## src/hw/rtl/nwfl_pkg.sv

```systemverilog
// ----------------------------------------------------------------------------
// nwfl_pkg
// Shared types and constants for the no-wait flow shop lateness evaluator.
// ----------------------------------------------------------------------------
package nwfl_pkg;

    localparam int TIME_W = 32;
    localparam int DUR_W  = 16;
    localparam int ID_W   = 16;
    localparam int MODE_W = 2;

    // Machine-two start can pass 2^32-1 by up to one op1 time.
    localparam int START_W = TIME_W + 1;
    // Start plus op2 time.
    localparam int REACH_W = TIME_W + 2;

    localparam int DOWNTIME_SLOTS = 16;
    localparam int SLOT_IDX_W     = (DOWNTIME_SLOTS > 1) ? $clog2(DOWNTIME_SLOTS) : 1;
    localparam int SLOT_CNT_W     = $clog2(DOWNTIME_SLOTS + 1);

    localparam int QUEUE_DEPTH = 2;
    localparam int QUEUE_PTR_W = (QUEUE_DEPTH > 1) ? $clog2(QUEUE_DEPTH) : 1;
    localparam int QUEUE_CNT_W = $clog2(QUEUE_DEPTH + 1);

    localparam int IN_FIELDS_W  = 3 * TIME_W + ID_W + 2 * DUR_W;
    localparam int IN_DATA_W    = ((IN_FIELDS_W + 7) / 8) * 8;
    localparam int OUT_FIELDS_W = ID_W + 4 * TIME_W;
    localparam int OUT_DATA_W   = ((OUT_FIELDS_W + 7) / 8) * 8;

    localparam logic [TIME_W-1:0] TIME_MAX = '1;

    localparam logic [MODE_W-1:0] MODE_APPEND = 2'd0;
    localparam logic [MODE_W-1:0] MODE_TASK   = 2'd1;
    localparam logic [MODE_W-1:0] MODE_CLEAR  = 2'd2;

    typedef enum logic [1:0] {
        CMD_APPEND,
        CMD_TASK,
        CMD_CLEAR
    } t_cmd_kind;

    typedef struct packed {
        t_cmd_kind         kind;
        logic [TIME_W-1:0] down_start;
        logic [TIME_W-1:0] down_end;
        logic [ID_W-1:0]   task_id;
        logic [DUR_W-1:0]  op1_time;
        logic [DUR_W-1:0]  op2_time;
        logic [TIME_W-1:0] due_time;
        logic              last;
    } t_cmd;

    typedef enum logic [1:0] {
        ST_IDLE,
        ST_SCAN,
        ST_SETTLE,
        ST_DONE
    } t_state;

endpackage

```

## src/hw/rtl/no_wait_flowshop_lateness_eval_unit.sv

```systemverilog
// Scan: each blocking hit restarts the table scan from the first stored downtime
//   interval. Appends and clears are handled in the idle state without a scan.
// Throughput: one word at a time in the executor; the table scan reads one entry
//   per cycle from the downtime memory. A 2-word queue keeps input flowing.
// Reset: synchronous, active low; clears times, table count, queue and output.
// ----------------------------------------------------------------------------
// no_wait_flowshop_lateness_eval_unit
// Two-machine no-wait flow shop evaluator with machine-two downtime table.
// ----------------------------------------------------------------------------
module no_wait_flowshop_lateness_eval_unit (
    input  logic                           i_clk,
    input  logic                           i_rst_n,
    input  logic                           i_s_tvalid,
    output logic                           o_s_tready,
    // down_start, down_end, task_id, op1_time, op2_time, due_time
    input  logic [nwfl_pkg::IN_DATA_W-1:0]  i_s_tdata,
    // mode
    input  logic [nwfl_pkg::MODE_W-1:0]     i_s_tuser,
    input  logic                           i_s_tlast,
    output logic                           o_m_tvalid,
    input  logic                           i_m_tready,
    // task_id_res, m1_start, completion, lateness, max_lateness
    output logic [nwfl_pkg::OUT_DATA_W-1:0] o_m_tdata,
    // overflow
    output logic                           o_m_tuser,
    output logic                           o_m_tlast
);
    import nwfl_pkg::*;

    t_cmd cmd;
    logic cmd_vld;
    logic cmd_pop;

    nwfl_front u_front (
        .i_clk      (i_clk),
        .i_rst_n    (i_rst_n),
        .i_s_tvalid (i_s_tvalid),
        .o_s_tready (o_s_tready),
        .i_s_tdata  (i_s_tdata),
        .i_s_tuser  (i_s_tuser),
        .i_s_tlast  (i_s_tlast),
        .o_cmd_vld  (cmd_vld),
        .o_cmd      (cmd),
        .i_cmd_pop  (cmd_pop)
    );

    nwfl_back u_back (
        .i_clk      (i_clk),
        .i_rst_n    (i_rst_n),
        .i_cmd_vld  (cmd_vld),
        .i_cmd      (cmd),
        .o_cmd_pop  (cmd_pop),
        .o_m_tvalid (o_m_tvalid),
        .i_m_tready (i_m_tready),
        .o_m_tdata  (o_m_tdata),
        .o_m_tuser  (o_m_tuser),
        .o_m_tlast  (o_m_tlast)
    );

endmodule

```

## src/hw/rtl/nwfl_front.sv

```systemverilog
// ----------------------------------------------------------------------------
// nwfl_front
// Accepts input words, classifies them by mode and queues commands.
// ----------------------------------------------------------------------------
module nwfl_front (
    input  logic                          i_clk,
    input  logic                          i_rst_n,
    input  logic                          i_s_tvalid,
    output logic                          o_s_tready,
    // down_start, down_end, task_id, op1_time, op2_time, due_time
    input  logic [nwfl_pkg::IN_DATA_W-1:0] i_s_tdata,
    // mode
    input  logic [nwfl_pkg::MODE_W-1:0]    i_s_tuser,
    input  logic                          i_s_tlast,
    output logic                          o_cmd_vld,
    output nwfl_pkg::t_cmd                o_cmd,
    input  logic                          i_cmd_pop
);
    import nwfl_pkg::*;

    t_cmd                   r_q [QUEUE_DEPTH];
    logic [QUEUE_PTR_W-1:0] r_wr_ptr, n_wr_ptr;
    logic [QUEUE_PTR_W-1:0] r_rd_ptr, n_rd_ptr;
    logic [QUEUE_CNT_W-1:0] r_cnt, n_cnt;

    t_cmd cmd_in;
    logic keep;
    logic push;
    logic pop;

    always_comb begin
        cmd_in.down_start = i_s_tdata[31:0];
        cmd_in.down_end   = i_s_tdata[63:32];
        cmd_in.task_id    = i_s_tdata[79:64];
        cmd_in.op1_time   = i_s_tdata[95:80];
        cmd_in.op2_time   = i_s_tdata[111:96];
        cmd_in.due_time   = i_s_tdata[143:112];
        cmd_in.last       = i_s_tlast;
        keep              = 1'b1;
        unique case (i_s_tuser)
            MODE_APPEND: cmd_in.kind = CMD_APPEND;
            MODE_TASK:   cmd_in.kind = CMD_TASK;
            MODE_CLEAR:  cmd_in.kind = CMD_CLEAR;
            default: begin
                // unused mode: drop the word
                cmd_in.kind = CMD_APPEND;
                keep        = 1'b0;
            end
        endcase
    end

    assign o_s_tready = (r_cnt != QUEUE_CNT_W'(QUEUE_DEPTH));
    assign push       = i_s_tvalid && o_s_tready && keep;
    assign o_cmd_vld  = (r_cnt != '0);
    assign pop        = i_cmd_pop && o_cmd_vld;
    assign o_cmd      = r_q[r_rd_ptr];

    always_comb begin
        n_wr_ptr = r_wr_ptr;
        n_rd_ptr = r_rd_ptr;
        n_cnt    = r_cnt;
        if (push) begin
            n_wr_ptr = (r_wr_ptr == QUEUE_PTR_W'(QUEUE_DEPTH - 1)) ? '0
                     : QUEUE_PTR_W'(r_wr_ptr + 1'b1);
        end
        if (pop) begin
            n_rd_ptr = (r_rd_ptr == QUEUE_PTR_W'(QUEUE_DEPTH - 1)) ? '0
                     : QUEUE_PTR_W'(r_rd_ptr + 1'b1);
        end
        if (push && !pop) begin
            n_cnt = QUEUE_CNT_W'(r_cnt + 1'b1);
        end else if (pop && !push) begin
            n_cnt = QUEUE_CNT_W'(r_cnt - 1'b1);
        end
    end

    always_ff @(posedge i_clk) begin
        if (!i_rst_n) begin
            r_wr_ptr <= '0;
            r_rd_ptr <= '0;
            r_cnt    <= '0;
        end else begin
            r_wr_ptr <= n_wr_ptr;
            r_rd_ptr <= n_rd_ptr;
            r_cnt    <= n_cnt;
        end
    end

    always_ff @(posedge i_clk) begin
        if (push) begin
            r_q[r_wr_ptr] <= cmd_in;
        end
    end

endmodule

```

## src/hw/rtl/nwfl_back.sv

```systemverilog
// ----------------------------------------------------------------------------
// nwfl_back
// Executes queued commands: downtime table upkeep and task scheduling with
// a sequential table scan, then registers the result word.
// ----------------------------------------------------------------------------
module nwfl_back (
    input  logic                           i_clk,
    input  logic                           i_rst_n,
    input  logic                           i_cmd_vld,
    input  nwfl_pkg::t_cmd                 i_cmd,
    output logic                           o_cmd_pop,
    output logic                           o_m_tvalid,
    input  logic                           i_m_tready,
    // task_id_res, m1_start, completion, lateness, max_lateness
    output logic [nwfl_pkg::OUT_DATA_W-1:0] o_m_tdata,
    // overflow
    output logic                           o_m_tuser,
    output logic                           o_m_tlast
);
    import nwfl_pkg::*;

    // Downtime table, read one entry per cycle during the scan
    logic [TIME_W-1:0] mem_start [DOWNTIME_SLOTS];
    logic [TIME_W-1:0] mem_end   [DOWNTIME_SLOTS];
    logic [TIME_W-1:0] r_rd_start;
    logic [TIME_W-1:0] r_rd_end;
    logic              mem_we;

    t_state                r_state, n_state;
    logic [SLOT_CNT_W-1:0] r_count, n_count;
    logic [SLOT_CNT_W-1:0] r_idx, n_idx;
    logic                  r_cmp_vld, n_cmp_vld;
    logic [TIME_W-1:0]     r_m1_free, n_m1_free;
    logic [TIME_W-1:0]     r_m2_free, n_m2_free;
    logic [TIME_W-1:0]     r_max_late, n_max_late;
    logic                  r_out_vld, n_out_vld;

    t_cmd                  r_task, n_task;
    logic [START_W-1:0]    r_s2, n_s2;
    logic [TIME_W-1:0]     r_comp, n_comp;
    logic [TIME_W-1:0]     r_m1n, n_m1n;
    logic [TIME_W-1:0]     r_m1_start, n_m1_start;
    logic                  r_ovf, n_ovf;
    logic [OUT_DATA_W-1:0] r_out_data, n_out_data;
    logic                  r_out_ovf, n_out_ovf;
    logic                  r_out_last, n_out_last;

    logic [START_W-1:0] ready_at;
    logic [START_W-1:0] m2_wide;
    logic [REACH_W-1:0] reach;
    logic               hit;
    logic [TIME_W-1:0]  late;
    logic [TIME_W-1:0]  max_new;

    assign ready_at = START_W'(r_m1_free) + START_W'(i_cmd.op1_time);
    assign m2_wide  = START_W'(r_m2_free);
    assign reach    = REACH_W'(r_s2) + REACH_W'(r_task.op2_time);
    assign hit      = r_cmp_vld && (reach > REACH_W'(r_rd_start))
                   && (r_s2 < START_W'(r_rd_end));
    assign late     = (r_comp > r_task.due_time) ? TIME_W'(r_comp - r_task.due_time) : '0;
    assign max_new  = (late > r_max_late) ? late : r_max_late;

    always_comb begin
        n_state    = r_state;
        n_count    = r_count;
        n_idx      = r_idx;
        n_cmp_vld  = r_cmp_vld;
        n_m1_free  = r_m1_free;
        n_m2_free  = r_m2_free;
        n_max_late = r_max_late;
        n_out_vld  = r_out_vld && !i_m_tready;
        n_task     = r_task;
        n_s2       = r_s2;
        n_comp     = r_comp;
        n_m1n      = r_m1n;
        n_m1_start = r_m1_start;
        n_ovf      = r_ovf;
        n_out_data = r_out_data;
        n_out_ovf  = r_out_ovf;
        n_out_last = r_out_last;
        o_cmd_pop  = 1'b0;
        mem_we     = 1'b0;

        unique case (r_state)
            ST_IDLE: begin
                o_cmd_pop = 1'b1;
                if (i_cmd_vld) begin
                    unique case (i_cmd.kind)
                        CMD_APPEND: begin
                            // full table: drop the append
                            if (r_count < SLOT_CNT_W'(DOWNTIME_SLOTS)) begin
                                mem_we  = 1'b1;
                                n_count = SLOT_CNT_W'(r_count + 1'b1);
                            end
                        end
                        CMD_CLEAR: begin
                            n_count = '0;
                        end
                        CMD_TASK: begin
                            n_task    = i_cmd;
                            n_s2      = (ready_at < m2_wide) ? m2_wide : ready_at;
                            n_idx     = '0;
                            n_cmp_vld = 1'b0;
                            n_state   = ST_SCAN;
                        end
                        default: begin
                        end
                    endcase
                end
            end
            ST_SCAN: begin
                if (hit) begin
                    // jump past the blocking interval and rescan from the top
                    n_s2      = START_W'(r_rd_end);
                    n_idx     = '0;
                    n_cmp_vld = 1'b0;
                end else if (r_idx < r_count) begin
                    n_idx     = SLOT_CNT_W'(r_idx + 1'b1);
                    n_cmp_vld = 1'b1;
                end else begin
                    n_cmp_vld = 1'b0;
                    n_state   = ST_SETTLE;
                end
            end
            ST_SETTLE: begin
                n_ovf = 1'b0;
                if (reach > REACH_W'(TIME_MAX)) begin
                    n_comp = TIME_MAX;
                    n_ovf  = 1'b1;
                end else begin
                    n_comp = TIME_W'(reach);
                end
                if (r_s2[TIME_W]) begin
                    n_m1n = TIME_MAX;
                    n_ovf = 1'b1;
                end else begin
                    n_m1n = TIME_W'(r_s2);
                end
                n_m1_start = TIME_W'(r_s2 - START_W'(r_task.op1_time));
                n_state    = ST_DONE;
            end
            ST_DONE: begin
                // hold until the output register is free
                if (!r_out_vld || i_m_tready) begin
                    n_out_vld  = 1'b1;
                    n_out_data = OUT_DATA_W'({max_new, late, r_comp, r_m1_start,
                                              r_task.task_id});
                    n_out_ovf  = r_ovf;
                    n_out_last = r_task.last;
                    if (r_task.last) begin
                        n_m1_free  = '0;
                        n_m2_free  = '0;
                        n_max_late = '0;
                    end else begin
                        n_m1_free  = r_m1n;
                        n_m2_free  = r_comp;
                        n_max_late = max_new;
                    end
                    n_state = ST_IDLE;
                end
            end
            default: begin
                n_state = ST_IDLE;
            end
        endcase
    end

    always_ff @(posedge i_clk) begin
        if (!i_rst_n) begin
            r_state    <= ST_IDLE;
            r_count    <= '0;
            r_idx      <= '0;
            r_cmp_vld  <= 1'b0;
            r_m1_free  <= '0;
            r_m2_free  <= '0;
            r_max_late <= '0;
            r_out_vld  <= 1'b0;
        end else begin
            r_state    <= n_state;
            r_count    <= n_count;
            r_idx      <= n_idx;
            r_cmp_vld  <= n_cmp_vld;
            r_m1_free  <= n_m1_free;
            r_m2_free  <= n_m2_free;
            r_max_late <= n_max_late;
            r_out_vld  <= n_out_vld;
        end
    end

    always_ff @(posedge i_clk) begin
        r_task     <= n_task;
        r_s2       <= n_s2;
        r_comp     <= n_comp;
        r_m1n      <= n_m1n;
        r_m1_start <= n_m1_start;
        r_ovf      <= n_ovf;
        r_out_data <= n_out_data;
        r_out_ovf  <= n_out_ovf;
        r_out_last <= n_out_last;
    end

    always_ff @(posedge i_clk) begin
        if (mem_we) begin
            mem_start[r_count[SLOT_IDX_W-1:0]] <= i_cmd.down_start;
            mem_end[r_count[SLOT_IDX_W-1:0]]   <= i_cmd.down_end;
        end
        r_rd_start <= mem_start[r_idx[SLOT_IDX_W-1:0]];
        r_rd_end   <= mem_end[r_idx[SLOT_IDX_W-1:0]];
    end

    assign o_m_tvalid = r_out_vld;
    assign o_m_tdata  = r_out_data;
    assign o_m_tuser  = r_out_ovf;
    assign o_m_tlast  = r_out_last;

endmodule

```

## config.mk

```make
export PLATFORM = sky130hd
export DESIGN_NAME = no_wait_flowshop_lateness_eval_unit
export DESIGN_NICKNAME = d
export VERILOG_FILES = /design/src/hw/rtl/nwfl_pkg.sv /design/src/hw/rtl/no_wait_flowshop_lateness_eval_unit.sv /design/src/hw/rtl/nwfl_front.sv /design/src/hw/rtl/nwfl_back.sv
export SDC_FILE = /design/constraint.sdc
export NUM_CORES = 2
export LEC_CHECK = 0
export BUFFER_PORTS_ARGS = -buffer_cell sky130_fd_sc_hd__buf_2
export CORE_MARGIN = 10
export CORE_UTILIZATION = 60
export CTS_CLUSTER_SIZE = 8
export DETAILED_ROUTE_END_ITERATION = 7
export GPL_TIMING_DRIVEN = 0
export PLACE_DENSITY = 0.88
export SLEW_MARGIN = 20
export SYNTH_ARGS = -nofsm -noshare
export SYNTH_HDL_FRONTEND = slang
export SYNTH_HIERARCHICAL = 1
export SYNTH_SLANG_ARGS = --single-unit
export TNS_END_PERCENT = 1
```

## constraint.sdc

```tcl
create_clock -name i_clk -period 10.6 [get_ports i_clk]
set_input_delay 2.12 -clock i_clk [delete_from_list [all_inputs] [get_ports i_clk]]
set_output_delay 2.12 -clock i_clk [all_outputs]
set_load 0.01 [all_outputs]
```

==> impl_metrics.yaml <==
synth:
  synth_top_family_by_area: "multiplexers"
  synth_xor_area_frac: 0.0130
  syn_area_um2: 75400
  async_flop_share: 0
  synth_area_leader_cell: "edfxtp_1"
  synth_commonest_cells: "1675 x edfxtp_1, 320 x mux4_2, 227 x inv_1"
  synthFlopType: "edfxtp_1"
  yosysSeqAreaShare: 0.715
  synthDominantCellAreaShare: 0.667
  synth.distinct_cells: 77
  synth_seq_cells: 1854
  syn_nets: 4669
  synth_edf_count: 1675
  synth_compound_area_frac: 0.0422
  muxShareOfSynthArea: 0.123
  synth.most_common_cell: "edfxtp_1"
  synth-simple-area-share: 0.0483
  postSynthAreaPerCell_um2: 17.6
  synthAdderAreaFrac: 0.0376
  syn_inst: 4294
  yosys-top-cells-area: "edfxtp_1 67%, mux4_2 9.6%, dfxtp_1 4.8%"
  yosysWarnings: 6
setup_path:
  critPathSlowestCell: "a21oi_1"
  critical_path.top_delay_family: "compound AO/OA/AOI/OAI gates"
  cp_slowest_stage_delay_ps: 550
  critPathMaxFanout: 10
  worstPathArrival_ps: 8070
  cp-end-kind: "register"
  critPathLaunchType: "register"
  cp.required_ps: 11380
  critPathKind: "reg2reg"
  path_buf_inv: 5
layout:
  finish.instance_area_um2: 88700
  fill_cells: 7079
  drive_above_1_share: 0.252
  layout.nets: 5353
  syn_to_final_growth_pct: 17.6
floorplan:
  core_area_um2: 124000
  design.die.area_um2: 140000
  initial_core_util: 0.607
  ios: 299
  die_w_um: 374
  die_h_um: 374
  num_rows: 129
placement:
  placed_area_um2: 80800
  pre_cts_slack_ps: 3480
  hpwl_um: 140000
  gp_congestion: 0.920
  port_buffers: 298
clock_tree:
  root_buffer: "clkbuf_16"
  cts_tree: "yes"
  cts_setup_buffers: 0
  hold_buffers: 0
  cts.sinks: 1854
  h-tree-depth: 5
  clk_pin_slew_ps: 50
  clockBufferDepth: 4
  numCtsBuffers: 282
  cts-resized-gates: 0
  clk_latency_ps: 920
drt:
  routedWlPerCell_um: 32.8
  wirelength_um: 222000
  dr.pass1.iters: 8
  postRouteAntennaNets: 0
  vias: 45000
  drt_first_iter_violations: 6026
  post-route-drc-count: 0
  vias_per_cell: 6.65
sta:
  period_minus_slack_ps: 7290
  worst_pin_slew_ps: 1260
  hold_viol_final: 0
  finalClockSkew_ps: 71.7
  drv_slew: 0
  rsz0062_at_grt: "false"
  fin_crit_sh: 0.687
  slew_headroom: 0.158
  setup_violations: 0
  fmax_mhz: 137
  setup_slack_ps: 3310
pwr:
  p_leak_uw: 0.0303
  powerDensity_nw_per_um2: 238
  ir_drop_uv: 211
  total_power_uw: 21100
grt:
  gr-usage-met2: 0.518
  antenna_found_initial: 29
  grt_pass1_vias: 45600
  grt_overflow: 0
  grtUsageMet3: 0.0824
  grt_usage: 0.313
  grt_max_degree: 94
  use_met1: 0.373
  top_usage_layer: "met2"
  grt_pass1_wl_um: 318000
status:
  status: "finished clean"
worst_hold_path:
  min_path_type: "reg2reg"
run:
  max-cap-violations: 0
==> final timing paths <==
path	start	endpoint	slack (ps)	cells after the start
min	u_back/r_ovf$_SDFFCE_PP1P_	u_back/o_m_tuser$_DFFE_PP_	420	0
min reg2reg	u_back/r_ovf$_SDFFCE_PP1P_	u_back/o_m_tuser$_DFFE_PP_	420	0
max	u_back/r_comp[0]$_SDFFCE_PP1P_	u_back/r_max_late[5]$_SDFFE_PN0P_	3310	25
max reg2reg	u_back/r_comp[0]$_SDFFCE_PP1P_	u_back/r_max_late[5]$_SDFFE_PN0P_	3310	25
==> routing by layer <==
metal / up-vias / part of all wire
li1: 18200 / -
met1: 22400 / 0.33
met2: 3501 / 0.49
met3: 886 / 0.11
met4: 26 / 0.066
met5: - / 0.00088
==> cells by family (layout without fill, tap and decap cells) <==
group	count (synthesis)	count (layout)
other	0	6
AO/OA/AOI/OAI	491	491
flip-flops	1854	1854
multiplexers	504	504
AND/OR/NAND/NOR	715	715
buffers and inverters	394	1226
XOR/XNOR	112	112
adder cells (fa/ha/maj)	224	224
==> through the flow <==
| stage | hold WS (ps) | std cells | util | setup TNS [ps] |
|---|---|---|---|---|
| floorplan | 400 | 4294 | - | 0 |
| CTS | 415 | 6760 | 0.713 | 0 |
| global route | 415 | 6765 | 0.713 | 0 |
| global placement | 401 | 6229 | 0.635 | -1010550 |
| finish | 415 | 6769 | 0.713 | 0 |
| detailed placement | 405 | 6328 | 0.650 | 0 |
==> power breakdown <==
part / switching, µW / internal, µW
Clock: 3110 / 4960
Sequential: 308 / 8910
Combinational: 2450 / 1370
==> state kept, by name, indices dropped and copies added, names as in the netlist, 32 cells and up, named ones only <==
signal	flops
u_back/r_rd_end	32
u_back/r_comp	32
u_back/mem_start	512
u_back/r_m2_free	32
u_back/r_max_late	32
u_back/r_s2	33
u_back/mem_end	512
u_back/r_task	81
u_front/r_q	294
u_back/r_m1_free	32
u_back/o_m_tdata	144
u_back/r_m1n	32
u_back/r_m1_start	32
u_back/r_rd_start	32
==> placed cells by master (no fill, tap or decap), types with 19 or more instances in the layout <==
master / netlist / layout
a211oi_1: 20 / 20
a21o_1: 45 / 45
a21oi_1: 164 / 164
buf_12: 0 / 31
buf_16: 0 / 26
buf_2: 12 / 311
buf_4: 2 / 32
buf_6: 13 / 27
clkbuf_1: 105 / 237
clkbuf_16: 0 / 289
clkbuf_2: 0 / 20
dfxtp_1: 179 / 179
edfxtp_1: 1675 / 1675
ha_1: 220 / 219
inv_1: 227 / 226
mux2_2: 149 / 149
mux2i_1: 35 / 35
mux4_2: 320 / 320
nand2_1: 146 / 146
nand2b_1: 58 / 58
nand3_1: 54 / 54
nand4_1: 37 / 37
nor2_1: 188 / 176
nor2b_1: 31 / 29
nor3_1: 39 / 35
nor3b_1: 64 / 64
o21a_1: 19 / 19
o21ai_0: 82 / 82
o21ai_1: 33 / 33
o31ai_1: 21 / 21
or2_2: 38 / 38
xnor2_1: 69 / 69
xor2_1: 43 / 43
==> worst reg2reg max path, stage by stage (launching register included) <==
cell,delay [ps]
edfxtp_1,410
inv_1,240
ha_1,230
inv_1,50
fa_1,420
a211oi_1,410
o211ai_2,180
nand2_1,90
a21oi_1,140
a22oi_1,370
nor3_1,180
o21ai_1,450
buf_2,350
buf_1,470
nor2_1,160
ha_1,230
a2111oi_0,330
o21ai_0,140
o211ai_1,130
o21ai_0,120
a211o_1,320
o21ai_2,440
nand2b_1,100
a21oi_1,550
clkbuf_1,440
a2bb2o_1,240
==> cell type report <==
class	instances	area, µm²	share of cell area
antenna	6	15.0	0.000169
buffer	167	807	0.00910
clock buffer	426	7750	0.0874
clock inverter	6	52.6	0.000593
inverter	227	860	0.00970
multi-input combinational	2046	20000	0.226
sequential	1854	53900	0.608
tap	1637	2050	0.0231
timing repair buffer	400	3230	0.0364
(Power assumes the default switching activity.)
